File: src/rtl/lps_pkg.sv
// ============================================================================
// lps_pkg
// Shared constants and controller-to-datapath types for the Legendre
// polynomial sequence generator.
// ============================================================================
package lps_pkg;

    localparam int unsigned XW         = 32;             // Q2.30 word width
    localparam int unsigned DW         = 5;              // degree width
    localparam int unsigned MAX_DEGREE = 31;             // highest degree served
    localparam int unsigned QFRAC      = 30;             // fraction bits
    localparam int unsigned NUMW       = 68;             // signed numerator width
    localparam int unsigned DIVW       = NUMW - QFRAC;   // dividend / quotient bits
    localparam int unsigned REMW       = DW + 1;         // partial remainder bits
    localparam int unsigned CNTW       = 6;              // division step counter
    localparam int unsigned DIV_STEPS  = DIVW;           // one quotient bit a step

    localparam logic signed [XW-1:0] Q_ONE     = 32'sd1073741824;
    localparam logic signed [XW-1:0] Q_NEG_ONE = -32'sd1073741824;

    localparam logic [DW-1:0] MAX_DEGREE_RESET = 5'd8;

    // Commands from the controller to the datapath, at most one strobe high.
    typedef struct packed {
        logic          load;      // capture the clamped argument, P = 1
        logic          advance1;  // P_1 = x
        logic          mul;       // x * P_l
        logic          num;       // form the rounded numerator magnitude
        logic          div_step;  // one restoring division step
        logic          commit;    // sign, clamp and shift the term pair
        logic [DW-1:0] degree;    // degree of the term being computed
    } t_dp_cmd;

endpackage

File: src/rtl/lps_datapath.sv
// ============================================================================
// lps_datapath
// Term registers, multiplier and bit-serial divider of the recurrence.
// ============================================================================
module lps_datapath (
    input  logic                           i_clk,
    input  lps_pkg::t_dp_cmd               i_cmd,
    input  logic signed [lps_pkg::XW-1:0]  i_x_value,
    output logic signed [lps_pkg::XW-1:0]  o_term
);
    import lps_pkg::*;

    logic signed [XW-1:0]     r_x, r_pp, r_pc;
    logic signed [2*XW-1:0]   r_prod;
    logic [DIVW-1:0]          r_dvd;
    logic [REMW-1:0]          r_rem;
    logic                     r_neg;

    logic signed [XW-1:0]     w_x_clamped;
    logic [DW:0]              w_c2;
    logic [DW-1:0]            w_l;
    logic signed [DIVW-1:0]   w_lpp;
    logic signed [NUMW-1:0]   w_num;
    logic [NUMW-1:0]          w_mag;
    logic [NUMW-1:0]          w_rounded;
    logic [REMW-1:0]          w_trial;
    logic                     w_qbit;
    logic [QFRAC:0]           w_qmag;
    logic signed [XW-1:0]     w_next;

    always_comb begin
        if (i_x_value > Q_ONE) begin
            w_x_clamped = Q_ONE;
        end else if (i_x_value < Q_NEG_ONE) begin
            w_x_clamped = Q_NEG_ONE;
        end else begin
            w_x_clamped = i_x_value;
        end
    end

    // For degree d: l = d - 1, 2l + 1 = 2d - 1, divisor d * 2^30.
    assign w_l   = i_cmd.degree - 5'd1;
    assign w_c2  = {i_cmd.degree, 1'b0} - 6'd1;
    assign w_lpp = $signed({1'b0, w_l}) * r_pp;
    assign w_num = $signed({1'b0, w_c2}) * NUMW'(r_prod) - (NUMW'(w_lpp) <<< QFRAC);
    assign w_mag = w_num[NUMW-1] ? NUMW'(-w_num) : NUMW'(w_num);
    // Adding half the divisor turns the floor into round-half-up on the magnitude.
    assign w_rounded = w_mag + (NUMW'(i_cmd.degree) << (QFRAC - 1));

    assign w_trial = {r_rem[REMW-2:0], r_dvd[DIVW-1]};
    assign w_qbit  = (w_trial >= REMW'(i_cmd.degree));

    // r_dvd holds the quotient once all steps are done.
    assign w_qmag = (r_dvd > DIVW'(Q_ONE)) ? (QFRAC+1)'(Q_ONE) : r_dvd[QFRAC:0];
    assign w_next = r_neg ? -$signed({1'b0, w_qmag}) : $signed({1'b0, w_qmag});

    always_ff @(posedge i_clk) begin
        if (i_cmd.load) begin
            r_x  <= w_x_clamped;
            r_pp <= '0;
            r_pc <= Q_ONE;
        end
        if (i_cmd.advance1) begin
            r_pp <= r_pc;
            r_pc <= r_x;
        end
        if (i_cmd.mul) begin
            r_prod <= r_x * r_pc;
        end
        if (i_cmd.num) begin
            r_dvd <= w_rounded[NUMW-1:QFRAC];
            r_neg <= w_num[NUMW-1];
            r_rem <= '0;
        end
        if (i_cmd.div_step) begin
            r_rem <= w_qbit ? w_trial - REMW'(i_cmd.degree) : w_trial;
            r_dvd <= {r_dvd[DIVW-2:0], w_qbit};
        end
        if (i_cmd.commit) begin
            r_pp <= r_pc;
            r_pc <= w_next;
        end
    end

    assign o_term = r_pc;

endmodule

File: src/rtl/lps_controller.sv
// ============================================================================
// lps_controller
// Sequencer of the recurrence: degree count, division steps, result strobe.
// ============================================================================
module lps_controller (
    input  logic                        i_clk,
    input  logic                        i_rst_n,
    input  logic                        start,
    output logic                        busy,
    input  logic                        i_cfg_valid,
    input  logic [lps_pkg::DW-1:0]      i_cfg_data,
    output logic                        o_cfg_ready,
    output lps_pkg::t_dp_cmd            o_cmd,
    output logic                        o_valid,
    output logic [lps_pkg::DW-1:0]      o_degree,
    output logic                        o_last
);
    import lps_pkg::*;

    localparam logic [2:0] ST_IDLE   = 3'd0;
    localparam logic [2:0] ST_EMIT   = 3'd1;
    localparam logic [2:0] ST_MUL    = 3'd2;
    localparam logic [2:0] ST_NUM    = 3'd3;
    localparam logic [2:0] ST_DIV    = 3'd4;
    localparam logic [2:0] ST_COMMIT = 3'd5;

    logic [2:0]      r_state, n_state;
    logic [DW-1:0]   r_deg, n_deg;
    logic [DW-1:0]   r_top, n_top;
    logic [DW-1:0]   r_max_degree;
    logic [CNTW-1:0] r_cnt, n_cnt;
    logic            w_last;

    assign w_last      = (r_deg == r_top);
    assign o_cfg_ready = 1'b1;

    always_comb begin
        n_state = r_state;
        n_deg   = r_deg;
        n_top   = r_top;
        n_cnt   = r_cnt;
        o_cmd   = '0;
        o_cmd.degree = r_deg;
        case (r_state)
            ST_IDLE: begin
                if (start) begin
                    o_cmd.load = 1'b1;
                    n_deg   = '0;
                    n_top   = (32'(r_max_degree) > MAX_DEGREE) ? DW'(MAX_DEGREE)
                                                               : r_max_degree;
                    n_state = ST_EMIT;
                end
            end
            ST_EMIT: begin
                if (w_last) begin
                    n_state = ST_IDLE;
                end else begin
                    n_deg = r_deg + 5'd1;
                    if (r_deg == '0) begin
                        o_cmd.advance1 = 1'b1;
                    end else begin
                        n_state = ST_MUL;
                    end
                end
            end
            ST_MUL: begin
                o_cmd.mul = 1'b1;
                n_state   = ST_NUM;
            end
            ST_NUM: begin
                o_cmd.num = 1'b1;
                n_cnt     = '0;
                n_state   = ST_DIV;
            end
            ST_DIV: begin
                o_cmd.div_step = 1'b1;
                n_cnt = r_cnt + 6'd1;
                if (r_cnt == CNTW'(DIV_STEPS - 1)) begin
                    n_state = ST_COMMIT;
                end
            end
            ST_COMMIT: begin
                o_cmd.commit = 1'b1;
                n_state      = ST_EMIT;
            end
            default: begin
                n_state = ST_IDLE;
            end
        endcase
    end

    always_ff @(posedge i_clk) begin
        if (!i_rst_n) begin
            r_state      <= ST_IDLE;
            r_deg        <= '0;
            r_top        <= '0;
            r_cnt        <= '0;
            r_max_degree <= MAX_DEGREE_RESET;
        end else begin
            r_state <= n_state;
            r_deg   <= n_deg;
            r_top   <= n_top;
            r_cnt   <= n_cnt;
            if (i_cfg_valid && o_cfg_ready) begin
                r_max_degree <= i_cfg_data;
            end
        end
    end

    assign busy     = (r_state != ST_IDLE);
    assign o_valid  = (r_state == ST_EMIT);
    assign o_degree = r_deg;
    assign o_last   = o_valid && w_last;

endmodule

File: src/rtl/legendre_polynomial_sequence.sv
// ============================================================================
// legendre_polynomial_sequence
// Emits P_0(x) .. P_n(x) for each argument x, n set by the max_degree register.
// ============================================================================
// Usage. An argument transfer happens at a rising edge where start is high and
// busy is low; i_x_value is a signed Q2.30 number and is clamped to [-1, 1].
// The block then emits one result per degree 0 .. n, in rising order, each on
// o_degree / o_poly_value / o_last for exactly one cycle with o_valid high.
// o_last marks the result of degree n. The receiver cannot stall: every
// result transfer completes in the cycle that it is shown.
// Timing. Degree 0 appears the cycle after the start transfer and degree 1 in
// the cycle after that. Every further degree passes through one multiply of x
// by P_l, a step forming the rounded numerator, 38 steps of the bit-serial
// restoring divider (one quotient bit a cycle), a commit step and the cycle
// in which the result is shown. busy stays high from the start transfer until
// the result of degree n has been shown; a new start is taken once busy is
// low.
// Configuration. max_degree (5 bits, reset value 8) is written through the
// i_cfg_valid / i_cfg_data channel, which is always ready; write it only while
// busy is low. Reset is synchronous and active low; it returns the sequencer
// to idle and max_degree to 8.
// ============================================================================
module legendre_polynomial_sequence (
    input  logic                           i_clk,
    input  logic                           i_rst_n,
    input  logic                           start,
    output logic                           busy,
    input  logic signed [lps_pkg::XW-1:0]  i_x_value,
    input  logic                           i_cfg_valid,
    input  logic [lps_pkg::DW-1:0]         i_cfg_data,
    output logic                           o_cfg_ready,
    output logic                           o_valid,
    output logic [lps_pkg::DW-1:0]         o_degree,
    output logic signed [lps_pkg::XW-1:0]  o_poly_value,
    output logic                           o_last
);
    import lps_pkg::*;

    // Command bundle from the sequencer; the datapath has no state machine.
    t_dp_cmd w_cmd;

    lps_controller u_ctrl (
        .i_clk       (i_clk),
        .i_rst_n     (i_rst_n),
        .start       (start),
        .busy        (busy),
        .i_cfg_valid (i_cfg_valid),
        .i_cfg_data  (i_cfg_data),
        .o_cfg_ready (o_cfg_ready),
        .o_cmd       (w_cmd),
        .o_valid     (o_valid),
        .o_degree    (o_degree),
        .o_last      (o_last)
    );

    // The current term register drives the result value directly; it is
    // stable for the whole emit cycle of each degree.
    lps_datapath u_dp (
        .i_clk     (i_clk),
        .i_cmd     (w_cmd),
        .i_x_value (i_x_value),
        .o_term    (o_poly_value)
    );

endmodule
File: config.mk
export PLATFORM = sky130hd
export DESIGN_NAME = legendre_polynomial_sequence
export DESIGN_NICKNAME = d
export VERILOG_FILES = /design/src/rtl/lps_pkg.sv /design/src/rtl/lps_datapath.sv /design/src/rtl/lps_controller.sv /design/src/rtl/legendre_polynomial_sequence.sv
export SDC_FILE = /design/constraint.sdc
export NUM_CORES = 2
export LEC_CHECK = 0
export BUFFER_PORTS_ARGS = -buffer_cell sky130_fd_sc_hd__buf_2
export CAP_MARGIN = 30
export CORE_ASPECT_RATIO = 1.1
export CORE_UTILIZATION = 34
export DETAILED_ROUTE_END_ITERATION = 7
export GPL_TIMING_DRIVEN = 0
export MAX_ROUTING_LAYER = met4
export PLACE_DENSITY_LB_ADDON = 0.25
export SETUP_SLACK_MARGIN = 0.4
export SYNTH_ARGS = -nofsm -noshare
export SYNTH_HDL_FRONTEND = slang
export SYNTH_SLANG_ARGS = --single-unit
File: constraint.sdc
create_clock -name i_clk -period 14.2 [get_ports i_clk]
set_clock_uncertainty 0.05 [all_clocks]
set_input_delay 1.42 -clock i_clk [delete_from_list [all_inputs] [get_ports i_clk]]
set_output_delay 1.42 -clock i_clk [all_outputs]
set_load 0.02 [all_outputs]
# Word-level counts from Yosys, hierarchy flattened
# Cells that the tools add are included.
[op_classes]
addsub = 9
mul = 3
magnitude_cmp = 4
n_eq_ne = 11
mux = 33
n_reduce_logical = 12
[op_table]
columns = ["cell", "n"]
rows = [
  ["32-bit two-way mux", 8],
  ["38-bit two-way mux", 2],
  ["68-bit by 34-bit adder with 68-bit output", 1],
  ["7-bit by 64-bit multiplier with 68-bit output", 1],
  ["68-bit two-way mux", 1],
  ["68-bit negator", 1],
  ["68-bit subtractor", 1],
  ["32-bit by 32-bit multiplier with 64-bit output", 1],
  ["38-bit by 31-bit > comparator with 1-bit output, second input constant", 1],
  ["6-bit by 32-bit multiplier with 38-bit output", 1],
  ["32-bit > comparator, second input constant", 1],
  ["32-bit by 31-bit less-than comparator with 1-bit output, second input constant", 1],
  ["31-bit negator with 32-bit output", 1],
  ["31-bit two-way mux", 1],
  ["5-bit two-way mux", 5],
  ["3-bit one-hot mux with 6 select lines", 1],
  ["3-bit two-way mux", 4],
  ["6-bit one-hot mux with 2 select lines", 1],
  ["5-bit one-hot mux with 2 select lines", 1],
  ["1-bit two-way mux", 9],
  ["6-bit by 1-bit adder with 6-bit output, second input constant", 1],
  ["3-bit by 2-bit equality test with 1-bit output, second input constant", 2],
  ["3-bit equality test, second input constant", 2],
  ["6-bit equality test, second input constant", 1],
  ["other kinds (18)", 23],
]
[totals]
ff_bits = 228
input_bits = 41
out_inout_bits = 41
word_cells = 85

# Depth between registers and ports, before layout
[depth]
depth_word = 8
ltp_mapped = 64
mapped_depth_nobuf = 56

# Hierarchy
# Synthesis repeated with hierarchy kept, for this count alone.
[hier_totals]
cells_unflattened = 7494
hier_area_um2 = 67170.7
[modules_own_cells]
columns = ["module", "n_inst", "cells_each", "area_per_inst_um2", "seq_area_each_um2"]
rows = [
  ["lps_datapath", 1, 7347, 65959.5, 6125.9],
  ["lps_controller", 1, 147, 1211.2, 480.5],
]

# Worst setup path after synthesis
# No wires, ideal clock.
[synth_timing]
path_type = "reg2reg"
from = "reg u_ctrl.r_deg[0] (netlist: u_ctrl.o_degree[0])"
to = "reg u_dp.r_dvd[32] (data pin)"
setup_time_ps = 270
arrival_time_ps = 12927
required_time_ps = 13880
path_slack_ps = 953
stages_incl_launch_ff = 59
path_buffers = 10
period_less_slack_ps = 13247
path_cell_list = "dfxtp_1 > clkbuf_1 > clkbuf_1 > inv_2 > clkbuf_1 > ha_1 > xor2_1 > clkbuf_1 > clkbuf_1 > and2_1 > fa_1 > inv_1 > fa_1 > fa_1 > inv_1 > ha_1 > a21oi_1 > o21bai_1 > [... 23 more ...] > a211oi_1 > xnor2_1 > clkbuf_1 > clkbuf_1 > buf_2 > a21oi_1 > xor2_1 > ha_1 > nand2_1 > or4_1 > a31oi_1 > o21bai_1 > nand2b_1 > clkbuf_1 > o31a_1 > a211oi_1 > xnor2_1 > a21oi_1"
[synth_between]
elab_chain_cells = 8
elab_cells_between_ends = 10
classes_between = "add/sub: 5; mul: 2; mux: 3"
[synth_rtl]
columns = ["item", "line", "rtl"]
rows = [
  ["from (decl)", "lps_controller.sv:28", "logic [DW-1:0] r_deg, n_deg;"],
  ["from (signal assigned)", "lps_controller.sv:101", "r_deg <= n_deg;"],
  ["6-bit by 1-bit subtractor with 6-bit output / 5-bit by 1-bit subtractor with 5-bit output (equally long branches)", "lps_datapath.sv:43, lps_datapath.sv:42", ""],
  ["7-bit by 64-bit multiplier with 68-bit output / 6-bit by 32-bit multiplier with 38-bit output (equally long branches)", "lps_datapath.sv:45, lps_datapath.sv:44", ""],
  ["68-bit subtractor", "lps_datapath.sv:45", "assign w_num = $signed({1'b0, w_c2}) * NUMW'(r_prod) - (NUMW'(w_lpp) <<< QFRAC);"],
  ["68-bit negator", "lps_datapath.sv:46", "assign w_mag = w_num[NUMW-1] ? NUMW'(-w_num) : NUMW'(w_num);"],
  ["68-bit two-way mux", "lps_datapath.sv:46", ""],
  ["68-bit by 34-bit adder with 68-bit output (*)", "lps_datapath.sv:48", "assign w_rounded = w_mag + (NUMW'(i_cmd.degree) << (QFRAC - 1));"],
  ["38-bit two-way mux (*)", "lps_datapath.sv:70", "if (i_cmd.num) begin"],
  ["38-bit two-way mux (*)", "lps_datapath.sv:75", "if (i_cmd.div_step) begin"],
  ["to (signal assigned)", "lps_datapath.sv:71", "r_dvd <= w_rounded[NUMW-1:QFRAC];"],
  ["to (signal assigned)", "lps_datapath.sv:77", "r_dvd <= {r_dvd[DIVW-2:0], w_qbit};"],
  ["to (decl)", "lps_datapath.sv:15", "logic [DIVW-1:0] r_dvd;"],
]
# Mark *: on every way between the ends. The rest lies on a longest branch, timed or not. The select of a mux whose other input is x is not followed.
# A chain may end at the register's enable or synchronous reset.

# Worst setup path in the final report
[layout_timing]
from = "reg u_ctrl.r_deg[2] (netlist: u_ctrl.o_degree[2])"
to = "reg u_dp.r_dvd[20] (data pin)"
# The elaborated chain is that of the path after synthesis.

==> flow_summary.json <==
{
  "die_area_um2": 201000,
  "yosysTopAreaCellShare_pct": 44.2,
  "worst_slew_pin_slew_ns": 1.10,
  "htreeDepth": 1,
  "dr.first_iter.drc_count": 4298,
  "slowest_stage": "fa_1",
  "dr.pass1.iters": 5,
  "via_count": 53102,
  "cts_tree": "yes",
  "ys.warnings.count": 0,
  "track_usage_pct": 26.2,
  "root_buffer": "clkbuf_16",
  "vias_per_cell": 5.10,
  "slew-limit-headroom_pct": 26.5,
  "worstSetupEndpoint": "u_dp.r_dvd[20]",
  "core_area_um2": 198000,
  "synthCells": 7550,
  "grt_overflow": 0,
  "grt_setup_unrepaired": "false",
  "drv_slew": 0,
  "synthTopCellsByArea": "fa_1, inv_1, edfxtp_1",
  "synth_nets": 9468,
  "slowest_delay_ns": 0.51,
  "synth_edf_count": 204,
  "r2r-end": "u_dp.r_dvd[20]",
  "setup_viol": 0,
  "initial_core_util_pct": 34.3,
  "rows": 171,
  "clock.fmax_mhz": 75.0,
  "r2r_setup_slack_ns": 0.87,
  "finalCritPeriodShare_pct": 93.9,
  "numCtsBuffers": 29,
  "worst_path_most_repeated_cell": "fa_1",
  "gp_congestion": 0.995,
  "max_cap_violations": 0,
  "port_buffers": 79,
  "crit_path_start": "u_ctrl.o_degree[2]",
  "critPathKind": "reg2reg",
  "period_needed_ns": 13.33,
  "synth.yosys.seq_area_share_pct": 9.74,
  "io_pins": 82,
  "cp-start-kind": "flop",
  "route.detailed.drc": 0,
  "grt_pass1_wl_um": 377000,
  "crit_required_ns": 14.52,
  "reg2regPathDepth": 57,
  "die_y_um": 470,
  "hold_buffers": 0,
  "end_kind": "flop",
  "hpwl_um": 220000,
  "die_w_um": 428,
  "layout.area.seq_um2": 6610,
  "ys_ff_latch": 228,
  "synth.largest_area_cell": "fa_1",
  "syn2layout_area_growth_pct": 9.99,
  "timing.rr.start": "u_ctrl.o_degree[2]",
  "multi_input_area_um2": 53600,
  "drive_above_1_share_pct": 5.55,
  "crit_arrival_ns": 13.65,
  "wire_per_inst_um": 24.6,
  "syn-cell-area_um2": 67800,
  "wl_um": 256000,
  "antenna_found_initial": 22,
  "final_antenna_net_count": 0,
  "cts_buffer_depth": 3,
  "synthDistinctLibCells": 109,
  "synth_async_sr_flop_share_pct": 0,
  "min_path_type": "reg2reg",
  "grt_start_max_net_pins": 40,
  "fin_hold_ws_ns": 0.426,
  "outcome": "finished clean",
  "cts.sinks": 228,
  "grt_pass1_vias": 56324,
  "final_hold_viol_count": 0,
  "place_ws_ns": -4.70,
  "setup_ws_ns": 0.867,
  "worstSkewPairLatency_ns": 0.65,
  "synth_top_flop_cell": "edfxtp_1",
  "critPathMaxFanout": 10,
  "num-fill-cells": 20298,
  "syn_area_per_cell_um2": 8.98,
  "final_nets": 9694,
  "path_clk_slew_ns": 0.07
}
cell usage in the layout, fill, tap and decap left out, types with 26 or more instances in the layout:
cell,Yosys,routed
a21o_1,86,86
a21oi_1,189,179
and2_1,450,450
buf_2,14,98
buf_4,7,35
buf_8,0,56
clkbuf_1,309,283
clkbuf_16,0,31
edfxtp_1,204,204
fa_1,1497,1494
ha_1,380,376
inv_1,1772,1769
nand2_1,1062,1061
nand2b_1,77,76
nand3_1,63,61
nand4_1,39,39
nor2_1,315,314
nor2b_1,115,113
nor3_1,59,58
nor4_1,27,26
o21a_1,30,30
o21ai_0,138,130
xnor2_1,152,147
xor2_1,86,84
critical path: cells and delay by family, from the launching register on:
kind	cells	cell delay, ns
XOR/XNOR	5	1.03
AND/OR/NAND/NOR	10	1.74
multiplexers	1	0.36
AO/OA/AOI/OAI	18	3.41
buffers and inverters	13	2.40
flip-flops	1	0.48
adder cells (fa/ha/maj)	10	3.56
cells by family (layout without fill, tap and decap cells):
group	count (synthesis)	in the layout	share of synthesized area [%]
AO/OA/AOI/OAI	707	707	6.95
other	1	18	0.00553
flip-flops	228	228	9.74
XOR/XNOR	238	238	3.07
adder cells (fa/ha/maj)	1877	1877	51.2
buffers and inverters	2113	2361	11.8
multiplexers	29	29	0.435
AND/OR/NAND/NOR	2357	2357	16.8
flip-flops by register name, summed over array words and instances (netlist names):
register             count
u_dp.r_pp               32
u_dp.r_x                32
u_dp.r_neg               1
u_dp.r_dvd              38
u_dp.r_prod             64
u_ctrl.r_max_degree      5
u_dp.r_rem               5
u_ctrl.o_degree          5
u_ctrl.r_state           3
u_ctrl.r_cnt             6
u_ctrl.r_top             5
u_dp.o_term             32
cell usage after synthesis (30+ instances only):
master / count
clkbuf_1: 309
nor2b_1: 115
ha_1: 380
nand2_1: 1062
xor2_1: 86
nand2b_1: 77
a21o_1: 86
o21a_1: 30
nand3_1: 63
xnor2_1: 152
and2_1: 450
inv_1: 1772
nor3_1: 59
edfxtp_1: 204
a21oi_1: 189
nor2_1: 315
nand4_1: 39
o21ai_0: 138
fa_1: 1497
what timing repair did:
action                     4_1_cts  5_1_grt
cloned                           0        0
pin swaps                       10       29
buffers inserted                 8        9
setup endpoints to repair       39       30
gates resized for setup         91       57
area by class of cell:
class / instances / share of cell area, %
Clock buffer: 30 / 0.978
Antenna cell: 17 / 0.0570
Multi-Input combinational cell: 5209 / 71.8
Tap cell: 2595 / 4.35
Clock inverter: 23 / 0.299
Sequential cell: 228 / 8.86
Buffer: 340 / 2.01
Timing Repair Buffer: 195 / 2.68
Inverter: 1773 / 8.94
per-layer routing:
| layer | vias to the layer above | wire length, um | track usage [%] |
|---|---|---|---|
| met5 | - | 0 | - |
| met4 | 0 | 14400 | 12.1 |
| met3 | 468 | 17000 | 3.39 |
| met2 | 1980 | 122000 | 43.4 |
| met1 | 27444 | 102000 | 31.9 |
| li1 | 23210 | - | - |
per-stage QoR:
stage	area [um2]	TNS (ns)	std cells	utilization (%)
floorplan	67800	0	7550	-
global placement	71500	-215.89	10224	36.1
detailed placement	72900	-156.99	10320	36.9
CTS	74300	0	10381	37.6
global route	74600	0	10398	37.7
finish	74600	0	10410	37.7
worst min-delay path by stage:
stage               slack, ns         endpoint              startpoint  cells after the start
floorplan                0.39  u_ctrl.r_top[0]  u_ctrl.r_max_degree[0]                      2
global placement         0.41  u_ctrl.r_top[2]         u_ctrl.r_top[2]                      2
detailed placement       0.42  u_ctrl.r_top[0]         u_ctrl.r_top[0]                      2
CTS                      0.43  u_ctrl.r_top[1]  u_ctrl.r_max_degree[1]                      2
global route             0.45  u_ctrl.r_top[0]         u_ctrl.r_top[0]                      2
finish                   0.43  u_ctrl.r_top[1]  u_ctrl.r_max_degree[1]                      2
Power is not shown: default switching activity piles up to over one toggle a cycle in this logic, so the estimate is an artifact.
